<file path="config.mk">
export PLATFORM = sky130hd
export DESIGN_NAME = c_source_tokenizer
export DESIGN_NICKNAME = d
export VERILOG_FILES = /design/src/rtl/ctok_pkg.sv /design/src/rtl/c_source_tokenizer.sv /design/src/rtl/ctok_scan.sv /design/src/rtl/ctok_queue.sv
export SDC_FILE = /design/constraint.sdc
export NUM_CORES = 1
export LEC_CHECK = 0
export BUFFER_PORTS_ARGS = -buffer_cell sky130_fd_sc_hd__clkbuf_2
export CORE_ASPECT_RATIO = 1.2
export CORE_MARGIN = 10
export CORE_UTILIZATION = 40
export DETAILED_ROUTE_END_ITERATION = 8
export GPL_ROUTABILITY_DRIVEN = 0
export SLEW_MARGIN = 20
export SYNTH_ARGS = -nofsm -noshare
export SYNTH_HDL_FRONTEND = slang
export SYNTH_SLANG_ARGS = --single-unit
</file>
<file path="constraint.sdc">
create_clock -name clk -period 5.5 [get_ports clk]
set_clock_uncertainty 0.2 [all_clocks]
set_input_delay 0.275 -clock clk [delete_from_list [all_inputs] [get_ports clk]]
set_output_delay 0.275 -clock clk [all_outputs]
set_load 0.02 [all_outputs]
</file>
<file path="src/rtl/ctok_pkg.sv">
// ----------------------------------------------------------------------------
// ctok_pkg: shared types and constants of the C source tokenizer
// Scanner states, token codes, the keyword table, and the result record
// that goes from the scanner through the result queue.
// ----------------------------------------------------------------------------
package ctok_pkg;

	// keyword buffer depth; no C keyword is longer than this
	localparam int KW_CHARS = 8;
	localparam int KW_IDX_W = $clog2(KW_CHARS);
	localparam int KW_COUNT = 32;
	localparam int LENGTH_LIMIT_DEF = 63;
	localparam int QUEUE_DEPTH = 4;

	typedef enum logic [4:0] {
		ST_START   = 5'd0,
		ST_IDENT   = 5'd1,
		ST_INT     = 5'd2,
		ST_DOT     = 5'd3,
		ST_FRAC    = 5'd4,
		ST_EXP     = 5'd5,
		ST_ESIGN   = 5'd6,
		ST_EDIG    = 5'd7,
		ST_LT      = 5'd8,
		ST_GT      = 5'd9,
		ST_EQ      = 5'd10,
		ST_PLUS    = 5'd11,
		ST_MINUS   = 5'd12,
		ST_AMP     = 5'd13,
		ST_BAR     = 5'd14,
		ST_SLASH   = 5'd15,
		ST_STAR    = 5'd16,
		ST_LINECMT = 5'd19
	} scan_state_t;

	// quote tracking
	localparam logic [1:0] QT_NONE   = 2'd0;
	localparam logic [1:0] QT_SINGLE = 2'd1;
	localparam logic [1:0] QT_DOUBLE = 2'd2;

	// token codes
	localparam logic [6:0] TK_HASH       = 7'd0;
	localparam logic [6:0] TK_LPAREN     = 7'd33;
	localparam logic [6:0] TK_RPAREN     = 7'd34;
	localparam logic [6:0] TK_LBRACK     = 7'd35;
	localparam logic [6:0] TK_RBRACK     = 7'd36;
	localparam logic [6:0] TK_ARROW      = 7'd37;
	localparam logic [6:0] TK_NOT        = 7'd38;
	localparam logic [6:0] TK_TILDE      = 7'd39;
	localparam logic [6:0] TK_INC        = 7'd40;
	localparam logic [6:0] TK_DEC        = 7'd41;
	localparam logic [6:0] TK_PLUS_MINUS = 7'd42;
	localparam logic [6:0] TK_STAR       = 7'd43;
	localparam logic [6:0] TK_AMP        = 7'd44;
	localparam logic [6:0] TK_SLASH      = 7'd45;
	localparam logic [6:0] TK_PERCENT    = 7'd46;
	localparam logic [6:0] TK_PLUS       = 7'd47;
	localparam logic [6:0] TK_MINUS      = 7'd48;
	localparam logic [6:0] TK_SHL        = 7'd49;
	localparam logic [6:0] TK_SHR        = 7'd50;
	localparam logic [6:0] TK_LT         = 7'd51;
	localparam logic [6:0] TK_LE         = 7'd52;
	localparam logic [6:0] TK_GE         = 7'd53;
	localparam logic [6:0] TK_GT         = 7'd54;
	localparam logic [6:0] TK_EQEQ       = 7'd55;
	localparam logic [6:0] TK_NE         = 7'd56;
	localparam logic [6:0] TK_XOR        = 7'd57;
	localparam logic [6:0] TK_BAR        = 7'd58;
	localparam logic [6:0] TK_LAND       = 7'd59;
	localparam logic [6:0] TK_LOR        = 7'd60;
	localparam logic [6:0] TK_ASSIGN     = 7'd61;
	localparam logic [6:0] TK_ADD_ASSIGN = 7'd62;
	localparam logic [6:0] TK_SUB_ASSIGN = 7'd63;
	localparam logic [6:0] TK_MUL_ASSIGN = 7'd64;
	localparam logic [6:0] TK_DIV_ASSIGN = 7'd65;
	localparam logic [6:0] TK_AND_ASSIGN = 7'd66;
	localparam logic [6:0] TK_XOR_ASSIGN = 7'd67;
	localparam logic [6:0] TK_OR_ASSIGN  = 7'd68;
	localparam logic [6:0] TK_SHL_ASSIGN = 7'd69;
	localparam logic [6:0] TK_SHR_ASSIGN = 7'd70;
	localparam logic [6:0] TK_COMMA      = 7'd71;
	localparam logic [6:0] TK_SEMI       = 7'd72;
	localparam logic [6:0] TK_SQUOTE     = 7'd73;
	localparam logic [6:0] TK_DOT        = 7'd74;
	localparam logic [6:0] TK_DQUOTE     = 7'd75;
	localparam logic [6:0] TK_COLON      = 7'd76;
	localparam logic [6:0] TK_LBRACE     = 7'd77;
	localparam logic [6:0] TK_RBRACE     = 7'd78;
	localparam logic [6:0] TK_IDENT      = 7'd79;
	localparam logic [6:0] TK_NUMBER     = 7'd80;
	localparam logic [6:0] TK_BLK_OPEN   = 7'd81;
	localparam logic [6:0] TK_BLK_CLOSE  = 7'd82;
	localparam logic [6:0] TK_LINE_CMT   = 7'd83;
	localparam logic [6:0] TK_MAX        = 7'd83;

	// keyword text, right-justified: first char in the highest used byte
	localparam logic [63:0] KW_TEXT [KW_COUNT] = '{
		64'("auto"), 64'("double"), 64'("int"), 64'("struct"),
		64'("break"), 64'("else"), 64'("long"), 64'("switch"),
		64'("case"), 64'("enum"), 64'("register"), 64'("typedef"),
		64'("char"), 64'("extern"), 64'("return"), 64'("union"),
		64'("const"), 64'("float"), 64'("short"), 64'("unsigned"),
		64'("continue"), 64'("for"), 64'("signed"), 64'("void"),
		64'("default"), 64'("goto"), 64'("sizeof"), 64'("volatile"),
		64'("do"), 64'("while"), 64'("static"), 64'("if")
	};
	localparam int KW_LEN [KW_COUNT] = '{
		4, 6, 3, 6, 5, 4, 4, 6, 4, 4, 8, 7, 4, 6, 6, 5,
		5, 5, 5, 8, 8, 3, 6, 4, 7, 4, 6, 8, 2, 5, 6, 2
	};

	typedef struct packed {
		logic       is_error;
		logic [6:0] token_code;
		logic [5:0] token_length;
		logic       last;
	} result_t;

	// up to two results of one input transaction, in order
	typedef struct packed {
		logic    v0;
		logic    v1;
		result_t r0;
		result_t r1;
	} scan_res_t;

endpackage

</file>
<file path="src/rtl/c_source_tokenizer.sv">
// ----------------------------------------------------------------------------
// c_source_tokenizer: C lexical analyzer, one source byte per cycle
// Input queue side: push with character/line_break, held off by full.
// Result queue side: empty low shows the oldest result; pop takes it.
// Each input transaction yields zero, one or two results; last marks the
// final result of a transaction. A result is registered in the queue and
// shown once oldest. The scanner takes one transaction per cycle while
// full is low; its state update is a combinational decode plus keyword
// compare. The result queue holds four entries and full rises while fewer
// than two are free, so a stalled receiver holds the input side after at
// most three results are waiting. Items yielding two results need two pops.
// Reset (arst_n low) returns the scanner to its start state, outside any
// quote or comment, and empties the result queue.
// ----------------------------------------------------------------------------
module c_source_tokenizer #(
	parameter int LengthLimit = ctok_pkg::LENGTH_LIMIT_DEF
) (
	input  logic       clk,
	input  logic       arst_n,
	input  logic       push,
	output logic       full,
	input  logic [7:0] character,
	input  logic       line_break,
	output logic       empty,
	input  logic       pop,
	output logic       is_error,
	output logic [6:0] token_code,
	output logic [5:0] token_length,
	output logic       last
);
	import ctok_pkg::*;

	logic      take;
	scan_res_t res;
	result_t   head;

	assign take = push && !full;

	ctok_scan #(.LengthLimit(LengthLimit)) u_scan (
		.clk        (clk),
		.arst_n     (arst_n),
		.take       (take),
		.character  (character),
		.line_break (line_break),
		.res        (res)
	);

	ctok_queue u_queue (
		.clk    (clk),
		.arst_n (arst_n),
		.take   (take),
		.res    (res),
		.pop    (pop),
		.empty  (empty),
		.full   (full),
		.head   (head)
	);

	assign is_error     = head.is_error;
	assign token_code   = head.token_code;
	assign token_length = head.token_length;
	assign last         = head.last;

	// a second result never comes without a first
	a_pair_order: assert property (@(posedge clk) disable iff (!arst_n)
		res.v1 |-> res.v0 && !res.r0.last && res.r1.last)
		else $error("second result without first");

	// the final result of a transaction carries last
	a_last_flag: assert property (@(posedge clk) disable iff (!arst_n)
		res.v0 && !res.v1 |-> res.r0.last)
		else $error("single result not marked last");

	// error results carry code zero and length one
	a_error_shape: assert property (@(posedge clk) disable iff (!arst_n)
		!empty && is_error |-> token_code == TK_HASH && token_length == 6'd1)
		else $error("malformed error result");

	// codes stay in the defined range
	a_code_range: assert property (@(posedge clk) disable iff (!arst_n)
		!empty |-> token_code <= TK_MAX)
		else $error("token code out of range");

endmodule

</file>
<file path="src/rtl/ctok_scan.sv">
// ----------------------------------------------------------------------------
// ctok_scan: front end of the tokenizer
// Holds the scanner state and turns one accepted transaction into zero,
// one or two result records combinationally.
// ----------------------------------------------------------------------------
module ctok_scan #(
	parameter int LengthLimit = ctok_pkg::LENGTH_LIMIT_DEF
) (
	input  logic                clk,
	input  logic                arst_n,
	input  logic                take,
	input  logic [7:0]          character,
	input  logic                line_break,
	output ctok_pkg::scan_res_t res
);
	import ctok_pkg::*;

	localparam int LW = $clog2(LengthLimit + 1);
	localparam logic [LW-1:0] LIM = LW'(LengthLimit);

	scan_state_t   st_q, n_st;
	logic [LW-1:0] len_q, n_len;
	logic [7:0]    fop_q, n_fop;
	logic          blk_q, n_blk;
	logic [1:0]    quo_q, n_quo;
	logic [7:0]    nbuf_q [KW_CHARS];

	logic [7:0] c;
	logic       is_alpha, is_num, is_idc;
	assign c        = character;
	assign is_alpha = (c >= "a" && c <= "z") || (c >= "A" && c <= "Z");
	assign is_num   = c >= "0" && c <= "9";
	assign is_idc   = is_alpha || is_num || c == "_";

	// keyword lookup on the buffered name
	logic [6:0] id_code;
	always_comb begin
		logic hit;
		id_code = TK_IDENT;
		for (int k = 0; k < KW_COUNT; k++) begin
			hit = (int'(len_q) == KW_LEN[k]);
			for (int i = 0; i < KW_CHARS; i++) begin
				if (i < KW_LEN[k] && nbuf_q[i] != KW_TEXT[k][(KW_LEN[k] - 1 - i) * 8 +: 8])
					hit = 1'b0;
			end
			if (hit)
				id_code = 7'(k);
		end
	end

	// codes of ^ = ! (single and with trailing '=') and of << >> (bare and with trailing '=')
	logic [6:0] eq1_code, eq2_code;
	always_comb begin
		case (fop_q)
			"^": begin eq1_code = TK_XOR;    eq2_code = TK_XOR_ASSIGN; end
			"=": begin eq1_code = TK_ASSIGN; eq2_code = TK_EQEQ;       end
			"!": begin eq1_code = TK_NOT;    eq2_code = TK_NE;         end
			"<": begin eq1_code = TK_SHL;    eq2_code = TK_SHL_ASSIGN; end
			default: begin eq1_code = TK_SHR; eq2_code = TK_SHR_ASSIGN; end
		endcase
	end

	// token pending in the current state
	logic       pend_v;
	logic [6:0] pend_code;
	always_comb begin
		pend_v    = 1'b1;
		pend_code = TK_HASH;
		case (st_q)
			ST_IDENT: pend_code = id_code;
			ST_INT, ST_DOT, ST_FRAC, ST_EXP, ST_ESIGN, ST_EDIG: pend_code = TK_NUMBER;
			ST_LT:    pend_code = TK_LT;
			ST_GT:    pend_code = TK_GT;
			ST_EQ:    pend_code = eq1_code;
			ST_PLUS:  pend_code = TK_PLUS;
			ST_MINUS: pend_code = TK_MINUS;
			ST_AMP:   pend_code = TK_AMP;
			ST_BAR:   pend_code = TK_BAR;
			ST_SLASH: pend_code = TK_SLASH;
			ST_STAR:  pend_code = TK_STAR;
			default:  pend_v = 1'b0;
		endcase
	end

	// start-state decode of the character
	scan_state_t sc_st;
	logic        sc_app, sc_emit, sc_err;
	logic [6:0]  sc_code;
	logic [1:0]  sc_quo;
	always_comb begin
		sc_st   = ST_START;
		sc_app  = 1'b1;
		sc_emit = 1'b0;
		sc_err  = 1'b0;
		sc_code = TK_HASH;
		sc_quo  = QT_NONE;
		if (is_alpha || c == "_") begin
			sc_st = ST_IDENT;
		end else if (is_num) begin
			sc_st = ST_INT;
		end else begin
			case (c)
				"<":           sc_st = ST_LT;
				">":           sc_st = ST_GT;
				"^", "=", "!": sc_st = ST_EQ;
				"+":           sc_st = ST_PLUS;
				"-":           sc_st = ST_MINUS;
				"&":           sc_st = ST_AMP;
				"|":           sc_st = ST_BAR;
				"/":           sc_st = ST_SLASH;
				"*":           sc_st = ST_STAR;
				default: begin
					sc_app  = 1'b0;
					sc_emit = 1'b1;
					case (c)
						" ", 8'h09: sc_emit = 1'b0;
						8'h27: begin sc_code = TK_SQUOTE; sc_quo = QT_SINGLE; end
						8'h22: begin sc_code = TK_DQUOTE; sc_quo = QT_DOUBLE; end
						",": sc_code = TK_COMMA;
						";": sc_code = TK_SEMI;
						"{": sc_code = TK_LBRACE;
						"}": sc_code = TK_RBRACE;
						"(": sc_code = TK_LPAREN;
						")": sc_code = TK_RPAREN;
						"[": sc_code = TK_LBRACK;
						"]": sc_code = TK_RBRACK;
						"~": sc_code = TK_TILDE;
						"#": sc_code = TK_HASH;
						".": sc_code = TK_DOT;
						"%": sc_code = TK_PERCENT;
						":": sc_code = TK_COLON;
						default: sc_err = 1'b1;
					endcase
				end
			endcase
		end
	end

	// transition and result slots: slot a first, slot b from a rescan
	logic          a_want, a_force, a_err, b_want, b_err;
	logic [6:0]    a_code, b_code;
	logic [5:0]    a_len;
	logic          app, fin, rescan, start, wr_en;
	logic [6:0]    fin_code;
	logic [LW-1:0] app_len;
	logic [KW_IDX_W-1:0] wr_idx;
	result_t       ra, rb;
	logic          va, vb;

	assign app_len = (len_q < LIM) ? len_q + 1'b1 : len_q;

	always_comb begin
		n_st = st_q; n_len = len_q; n_fop = fop_q; n_blk = blk_q; n_quo = quo_q;
		a_want = 1'b0; a_force = 1'b0; a_err = 1'b0; a_code = TK_HASH; a_len = 6'd0;
		b_want = 1'b0; b_err = 1'b0; b_code = TK_HASH;
		app = 1'b0; fin = 1'b0; fin_code = TK_HASH; rescan = 1'b0; start = 1'b0;
		wr_en = 1'b0; wr_idx = '0;
		if (line_break) begin
			a_want = pend_v; a_code = pend_code; a_len = 6'(len_q);
			n_st = ST_START; n_quo = QT_NONE;
		end else if (quo_q != QT_NONE) begin
			if ((quo_q == QT_SINGLE && c == 8'h27) || (quo_q == QT_DOUBLE && c == 8'h22)) begin
				a_want = 1'b1; a_len = 6'd1;
				a_code = (quo_q == QT_SINGLE) ? TK_SQUOTE : TK_DQUOTE;
				n_quo  = QT_NONE;
			end
		end else begin
			case (st_q)
				ST_IDENT: if (is_idc) app = 1'b1; else rescan = 1'b1;
				ST_INT: begin
					if (is_num) app = 1'b1;
					else if (c == ".") begin app = 1'b1; n_st = ST_DOT; end
					else if (c == "E") begin app = 1'b1; n_st = ST_EXP; end
					else rescan = 1'b1;
				end
				ST_DOT: begin app = 1'b1; n_st = ST_FRAC; end
				ST_FRAC: begin
					if (is_num) app = 1'b1;
					else if (c == "E") begin app = 1'b1; n_st = ST_EXP; end
					else rescan = 1'b1;
				end
				ST_EXP: begin
					app = 1'b1;
					if (c == "+" || c == "-") n_st = ST_ESIGN;
					else if (is_num) n_st = ST_EDIG;
				end
				ST_ESIGN: begin app = 1'b1; n_st = ST_EDIG; end
				ST_EDIG: if (is_num) app = 1'b1; else rescan = 1'b1;
				ST_LT, ST_GT: begin
					if (c == fop_q) begin app = 1'b1; n_st = ST_EQ; end
					else if (c == "=") begin
						fin = 1'b1; fin_code = (st_q == ST_LT) ? TK_LE : TK_GE;
					end else rescan = 1'b1;
				end
				ST_EQ: if (c == "=") begin fin = 1'b1; fin_code = eq2_code; end
					else rescan = 1'b1;
				ST_PLUS: begin
					fin = 1'b1;
					case (c)
						"-": fin_code = TK_PLUS_MINUS;
						"+": fin_code = TK_INC;
						"=": fin_code = TK_ADD_ASSIGN;
						default: begin fin = 1'b0; rescan = 1'b1; end
					endcase
				end
				ST_MINUS: begin
					fin = 1'b1;
					case (c)
						"-": fin_code = TK_DEC;
						">": fin_code = TK_ARROW;
						"=": fin_code = TK_SUB_ASSIGN;
						default: begin fin = 1'b0; rescan = 1'b1; end
					endcase
				end
				ST_AMP: begin
					fin = 1'b1;
					case (c)
						"&": fin_code = TK_LAND;
						"=": fin_code = TK_AND_ASSIGN;
						default: begin fin = 1'b0; rescan = 1'b1; end
					endcase
				end
				ST_BAR: begin
					fin = 1'b1;
					case (c)
						"|": fin_code = TK_LOR;
						"=": fin_code = TK_OR_ASSIGN;
						default: begin fin = 1'b0; rescan = 1'b1; end
					endcase
				end
				ST_SLASH: begin
					fin = 1'b1;
					case (c)
						"=": fin_code = TK_DIV_ASSIGN;
						"/": fin_code = TK_LINE_CMT;
						"*": begin fin_code = TK_BLK_OPEN; n_blk = 1'b1; end
						default: begin fin = 1'b0; rescan = 1'b1; end
					endcase
				end
				ST_STAR: begin
					fin = 1'b1;
					case (c)
						"/": begin fin_code = TK_BLK_CLOSE; a_force = 1'b1; n_blk = 1'b0; end
						"=": fin_code = TK_MUL_ASSIGN;
						default: begin fin = 1'b0; rescan = 1'b1; end
					endcase
				end
				ST_LINECMT: ;
				default: start = 1'b1;
			endcase

			// extend the current token by one character, length saturating at the limit
			if (app || fin) begin
				n_len = app_len;
				if (len_q < LW'(KW_CHARS)) begin
					wr_en = 1'b1; wr_idx = len_q[KW_IDX_W-1:0];
				end
			end
			if (fin) begin
				a_want = 1'b1; a_code = fin_code; a_len = 6'(app_len);
				n_st = (st_q == ST_SLASH && c == "/") ? ST_LINECMT : ST_START;
			end
			if (rescan) begin
				a_want = pend_v; a_code = pend_code; a_len = 6'(len_q);
			end

			// scan the character from the start state
			if (rescan || start) begin
				n_st  = sc_st;
				n_fop = c;
				n_len = sc_app ? LW'(1) : '0;
				n_quo = sc_quo;
				if (sc_app) begin wr_en = 1'b1; wr_idx = '0; end
				if (start) begin
					a_want = sc_emit; a_err = sc_err; a_len = 6'd1;
					a_code = sc_err ? TK_HASH : sc_code;
				end else begin
					b_want = sc_emit; b_err = sc_err;
					b_code = sc_err ? TK_HASH : sc_code;
				end
			end
		end
	end

	// block comment gating and packing into result order
	assign va = a_want && (!blk_q || a_force);
	assign vb = b_want && !blk_q;
	assign ra = '{is_error: a_err, token_code: a_code, token_length: a_len, last: !vb};
	assign rb = '{is_error: b_err, token_code: b_code, token_length: 6'd1, last: 1'b1};

	always_comb begin
		res.v0 = va || vb;
		res.v1 = va && vb;
		res.r0 = va ? ra : rb;
		res.r1 = rb;
	end

	// scanner state
	always_ff @(posedge clk or negedge arst_n) begin
		if (!arst_n) begin
			st_q  <= ST_START;
			len_q <= '0;
			fop_q <= '0;
			blk_q <= 1'b0;
			quo_q <= QT_NONE;
		end else if (take) begin
			st_q  <= n_st;
			len_q <= n_len;
			fop_q <= n_fop;
			blk_q <= n_blk;
			quo_q <= n_quo;
		end
	end

	// name buffer, payload only
	always_ff @(posedge clk) begin
		if (take && wr_en)
			nbuf_q[wr_idx] <= c;
	end

endmodule

</file>
<file path="src/rtl/ctok_queue.sv">
// ----------------------------------------------------------------------------
// ctok_queue: back end result queue
// Takes up to two results per cycle from the scanner and hands them out
// one per pop, oldest first.
// ----------------------------------------------------------------------------
module ctok_queue (
	input  logic                clk,
	input  logic                arst_n,
	input  logic                take,
	input  ctok_pkg::scan_res_t res,
	input  logic                pop,
	output logic                empty,
	output logic                full,
	output ctok_pkg::result_t   head
);
	import ctok_pkg::*;

	localparam int PW = $clog2(QUEUE_DEPTH);
	localparam int CW = $clog2(QUEUE_DEPTH + 1);

	result_t       mem_q [QUEUE_DEPTH];
	logic [PW-1:0] wp_q, rp_q, wp1;
	logic [CW-1:0] cnt_q;
	logic          do_pop;
	logic [1:0]    n_push;

	// keep room for a two-result transaction
	assign full   = cnt_q > CW'(QUEUE_DEPTH - 2);
	assign empty  = cnt_q == '0;
	assign head   = mem_q[rp_q];
	assign do_pop = pop && !empty;
	assign wp1    = wp_q + 1'b1;
	assign n_push = take ? (2'(res.v0) + 2'(res.v1)) : 2'd0;

	always_ff @(posedge clk or negedge arst_n) begin
		if (!arst_n) begin
			wp_q  <= '0;
			rp_q  <= '0;
			cnt_q <= '0;
		end else begin
			wp_q  <= wp_q + PW'(n_push);
			rp_q  <= rp_q + PW'(do_pop);
			cnt_q <= cnt_q + CW'(n_push) - CW'(do_pop);
		end
	end

	always_ff @(posedge clk) begin
		if (take && res.v0)
			mem_q[wp_q] <= res.r0;
		if (take && res.v1)
			mem_q[wp1] <= res.r1;
	end

endmodule
</file>
== Word-level counts from Yosys, hierarchy flattened ==
Memories as Yosys holds them, arrays and structs flattened.
Cells that the tools add are included.

* Bits in read-only memories: 0
* Register bits: 29
* Output and inout port bits: 17
* Memory bits (writable): 124
* Memories kept: 2
* Bits in latches: 0

* $add $sub $neg: 7
* Equality and inequality tests: 156
* Multiply operators: 0
* Shifts and indexed selects: 0
* Divide/modulo/power cells: 0
* Order comparisons: 9
* Bitwise gates (word level): 2
* Muxes and demuxes: 355
* Reduce and logical (&&, ||, !) cells: 54

{| class="wikitable"
|+ Memory list
! memory !! words !! width !! read ports !! clocked after Yosys merged registers in !! write ports !! RTL line !! source
|-
| u_scan.nbuf_q || 8 || 8 || 8 || 0 || 1 || ctok_scan.sv:26 || <nowiki>logic [7:0] nbuf_q [KW_CHARS];</nowiki>
|-
| u_queue.mem_q || 4 || 15 || 1 || 0 || 2 || ctok_queue.sv:21 || <nowiki>result_t mem_q [QUEUE_DEPTH];</nowiki>
|}

{| class="wikitable"
|+ Operator list
! kind !! count
|-
| $ne 8x7->1 const B || 87
|-
| $mux 7 || 50
|-
| $mux 1 || 248
|-
| $eq 8x6->1 const B || 23
|-
| $pmux 7 s14 || 1
|-
| $eq 8x7->1 const B || 10
|-
| $pmux 7 s11 || 1
|-
| $mux 5 || 14
|-
| $pmux 7 s8 || 1
|-
| $mux 6 || 9
|-
| $pmux 5 s9 || 1
|-
| $pmux 7 s2 || 3
|-
| $eq 5x4->1 const B || 8
|-
| $pmux 6 s3 || 2
|-
| $reduce_or 17->1 || 2
|-
| $pmux 5 s6 || 1
|-
| $pmux 7 s4 || 1
|-
| $eq 6x4->1 const B || 4
|-
| $pmux 7 s3 || 1
|-
| $eq 5x3->1 const B || 4
|-
| $pmux 5 s4 || 1
|-
| $mux 2 || 9
|-
| $mux 3 || 6
|-
| $ge 8x7->1 const B || 2
|-
| 51 further kinds || 94
|}

== Logic depth before layout (Yosys ltp) ==
An unclocked memory read counts as a cell.

* Depth after elaboration: 46
* Depth in mapped cells: 19

== Hierarchy ==
A second synthesis with hierarchy kept.

* Cells, all modules: 1190
* Area total of the unflattened synthesis: 11576.1 um^2

{| class="wikitable"
|+ Modules (own cells, without submodules)
! module !! cells an instance !! seq. area each (um^2) !! times used !! area each (um^2)
|-
| ctok_scan || 999 || 2472.4 || 1 || 8111.5
|-
| ctok_queue || 190 || 1976.9 || 1 || 3450.8
|-
| c_source_tokenizer || 1 || 0.0 || 1 || 13.8
|}

== Least setup slack after synthesis ==
Ideal clock, no wire load.

* Path type: input to register
* Start point: input port character[4]
* End point: memory u_queue.mem_q[0][10] in the netlist's numbering, enable pin
* Path buffers: 3
* Stages: 14
* Required time: 4.973 ns
* Setup slack: 1.468 ns
* Arrival time: 3.505 ns
* Cells stage by stage: buf_6 -> or4b_4 -> or3_4 -> o21ai_2 -> a21oi_1 -> or2_4 -> a31oi_4 -> inv_2 -> buf_6 -> ha_1 -> nor4_1 -> nor2b_1 -> clkbuf_1 -> inv_1

{| class="wikitable"
|+ RTL lines
! item !! RTL line !! source
|-
| start: declaration || c_source_tokenizer.sv:22 || <nowiki>input logic [7:0] character,</nowiki>
|-
| end: declaration || ctok_queue.sv:21 ||
|}

==> impl_metrics.py <==
metrics = {
    "placement": {
        "dp_hpwl_um": 27800,
        "place_area_sq_um": 11300,
        "io_buffer_count": 29,
    },
    "layout": {
        "nNetsFinal": 1223,
        "layout_common_cells": "nand2_1 (122), edfxtp_1 (92), nor2_1 (79), a21oi_1 (55), nand4_1 (51)",
        "final_common_cell": "nand2_1",
        "final_area_sq_um": 12000,
        "area_delta_synth_final_pct": 11.3,
        "num_antenna_cells": 0,
        "layout-drive-gt1-share_pct": 13.7,
    },
    "die": {
        "rows": 65,
        "core_region_area_sq_um": 26400,
        "die_w_um": 170,
        "ioPinCount": 30,
        "die_area_sq_um": 33800,
        "die_y_um": 200,
        "start_util_pct": 40.8,
    },
    "synth": {
        "synthCells": 1180,
        "syn_area_per_cell_sq_um": 9.10,
        "synthSimpleGateAreaFrac_pct": 31.2,
        "ys_ff_latch": 153,
        "synthFlopType": "edfxtp_1",
        "yosysWarnings": 0,
        "synth_nets": 1206,
        "synthArstFlopShare_pct": 19.0,
        "synth_top_family_by_area": "simple AND/OR/NAND/NOR gates",
        "synthAdderAreaFrac_pct": 1.58,
        "yosysSeqAreaShare_pct": 38.4,
        "synth_compound_area_share_pct": 19.1,
        "synth_edf_count": 92,
        "synth_xor_area_share_pct": 1.71,
        "synth.distinct_cells": 101,
        "muxShareOfSynthArea_pct": 3.86,
        "synth_area_sq_um": 10700,
    },
    "setup_path": {
        "path_cells": "dlygate4sd3_1 -> clkbuf_2 -> buf_4 -> nor4b_4 -> buf_4 -> and3_2 -> o21ai_1 -> a211oi_2 -> o211a_4 -> a31oi_4 -> inv_2 -> ha_1 -> nor2_1 -> and3_1 -> nor2_1 -> inv_1 -> o22a_1",
        "crit_arrival_ps": 5080,
        "end_kind": "flop",
        "critPathMaxFanout": 17,
        "cp.required_ps": 5630,
        "cp_slowest_cell": "dlygate4sd3_1",
        "worst-setup-path-type": "primary input to flop",
        "max_stage_delay_ps": 520,
        "critPathLaunchType": "primary input",
    },
    "power_and_ir_drop": {
        "powerDensity_nw_per_um2": 388,
        "p_leak_nw": 4.04,
        "peakVddDrop_mv": 0.348,
    },
    "clock_network": {
        "tritoncts": "built",
        "cts_resized": 0,
        "cts-buffers-inserted": 17,
        "cts-root-buf": "clkbuf_16",
        "post_cts_buffers": 0,
        "worstSkewPairLatency_ps": 440,
        "h-tree-depth": 4,
        "max-clock-path-buffers": 2,
        "clk_pin_slew_ps": 70,
        "cts_num_sinks": 153,
        "holdBufCountCts": 2,
    },
    "global_route": {
        "antenna_found_initial": 0,
        "overflow": 0,
        "grt_max_degree": 30,
        "grt_pass1_wl_um": 59200,
        "grtUsageTotal_pct": 22.2,
        "grt_pass1_vias": 10111,
    },
    "route": {
        "wire_per_inst_um": 24.5,
        "drt_iter0_drc": 1398,
        "drcViolationCount": 0,
        "viasPerCell": 6.76,
        "antenna_left": 0,
        "drt-pass1-iter-count": 7,
        "wl_um": 37800,
        "vias": 10448,
    },
    "sta": {
        "fmax_mhz": 202,
        "worst_pin_slew_ps": 1140,
        "slew_viol_final": 0,
        "hold_viol": 0,
        "min_period_ps": 4950,
        "period_share_pct": 90.1,
        "rsz0062_at_grt": "no",
        "fin_tns_setup_ps": 0,
        "setup_viol": 0,
        "slew_headroom_pct": 23.0,
    },
    "worst_hold_path": {
        "hold_path_class": "primary input to flop",
    },
    "job": {
        "maxCapViolations": 0,
    },
    "run_status": {
        "status": "finished clean",
    },
}
[stage by stage]
step	util [%]	setup WS, ps	hold slack, ps	power (mW)	std cells
after global routing	45.4	187	21.5	4.88	1545
after global placement	42.9	753	224	3.36	1511
after floorplan	-	1470	-221	2.85	1180
after CTS	45.4	674	3.11	4.63	1545
final	45.4	547	18.7	4.64	1545
after detailed placement	42.9	752	226	3.36	1511
[worst max-delay path: cells and delay by family]
| family | cells | cell delay (ps) |
|---|---|---|
| buffers and inverters | 6 | 1710 |
| and+or+nand+nor | 5 | 1450 |
| AOI/OAI and AO/OA | 5 | 1390 |
| adders and majority gates | 1 | 210 |
[layer usage]
layer	GRT usage (%)	wire length [um]	vias to the layer above
li1	-	-	4657
met1	28.0	15000	4955
met2	35.8	17700	667
met3	4.01	3140	169
met4	11.2	1980	0
met5	0	0	-
[worst paths after layout]
path                                 startpoint                    to  slack (ps)  cells past startpoint
max                                character[5]   u_queue.mem_q[3][1]         550                     17
max reg2reg                      u_scan.st_q[1]   u_queue.mem_q[1][8]         660                     12
min in group asynchronous                arst_n      u_queue.cnt_q[2]         280                      2
min                                character[2]   u_scan.nbuf_q[7][2]          20                      1
max in group asynchronous                arst_n       u_scan.len_q[2]        4270                      2
min reg2reg                u_queue.mem_q[0][11]  u_queue.mem_q[0][11]         260                      2
[cell families after synthesis]
family | count (synthesis)
AO/OA/AOI/OAI | 285
XOR/XNOR | 21
adder cells (fa/ha/maj) | 13
buffers and inverters | 106
flip-flops | 153
multiplexers | 22
AND/OR/NAND/NOR | 580
[flip-flops by register name, indices dropped and copies added (netlist names), 2 cells and up]
register,flops
u_queue.cnt_q,3
u_scan.st_q,5
u_scan.len_q,6
u_queue.wp_q,2
u_scan.quo_q,2
u_queue.mem_q,60
u_scan.nbuf_q,64
u_scan.fop_q,8
u_queue.rp_q,2
[synthesized netlist by cell type (8+ instances only)]
cell type	count	area (sq um)
nand3b_1	12	90.1
nand4_1	51	319
inv_1	31	116
nand3_1	50	250
a21oi_1	55	275
o31ai_1	9	67.6
a211oi_1	8	60.1
nand2b_1	11	68.8
dfxtp_1	32	641
o21ai_0	36	180
nand2_1	122	458
mux4_2	15	338
buf_2	17	85.1
and2_1	18	113
nor4b_1	14	123
dfrtp_1	29	726
o21ai_1	9	45.0
o22ai_1	31	194
o211ai_1	8	60.1
edfxtp_1	92	2760
and4b_1	8	80.1
or3_1	11	68.8
nor3_1	37	185
nand4b_1	9	78.8
nor2b_1	31	194
a31oi_1	11	68.8
a22o_1	24	210
nor4_1	43	269
and3_1	10	62.6
xnor2_1	16	140
nor3b_1	12	90.1
clkbuf_1	45	169
nor4bb_1	23	230
nor2_1	79	297
ha_1	12	150
[power by group]
part / switching [mW] / total, mW / internal [mW]
Clock: 0.518 / 1.25 / 0.735
Sequential: 0.238 / 1.62 / 1.38
Combinational: 1.12 / 1.77 / 0.656
[cell type report]
cell class | count | area [sq um]
Clock buffer | 17 | 425
Timing Repair Buffer | 70 | 458
Tap cell | 335 | 419
Multi-Input combinational cell | 921 | 6190
Inverter | 34 | 128
Clock inverter | 15 | 209
Sequential cell | 153 | 4130
Fill cell | 2557 | 14400
Power figures use the tool's default switching activity.
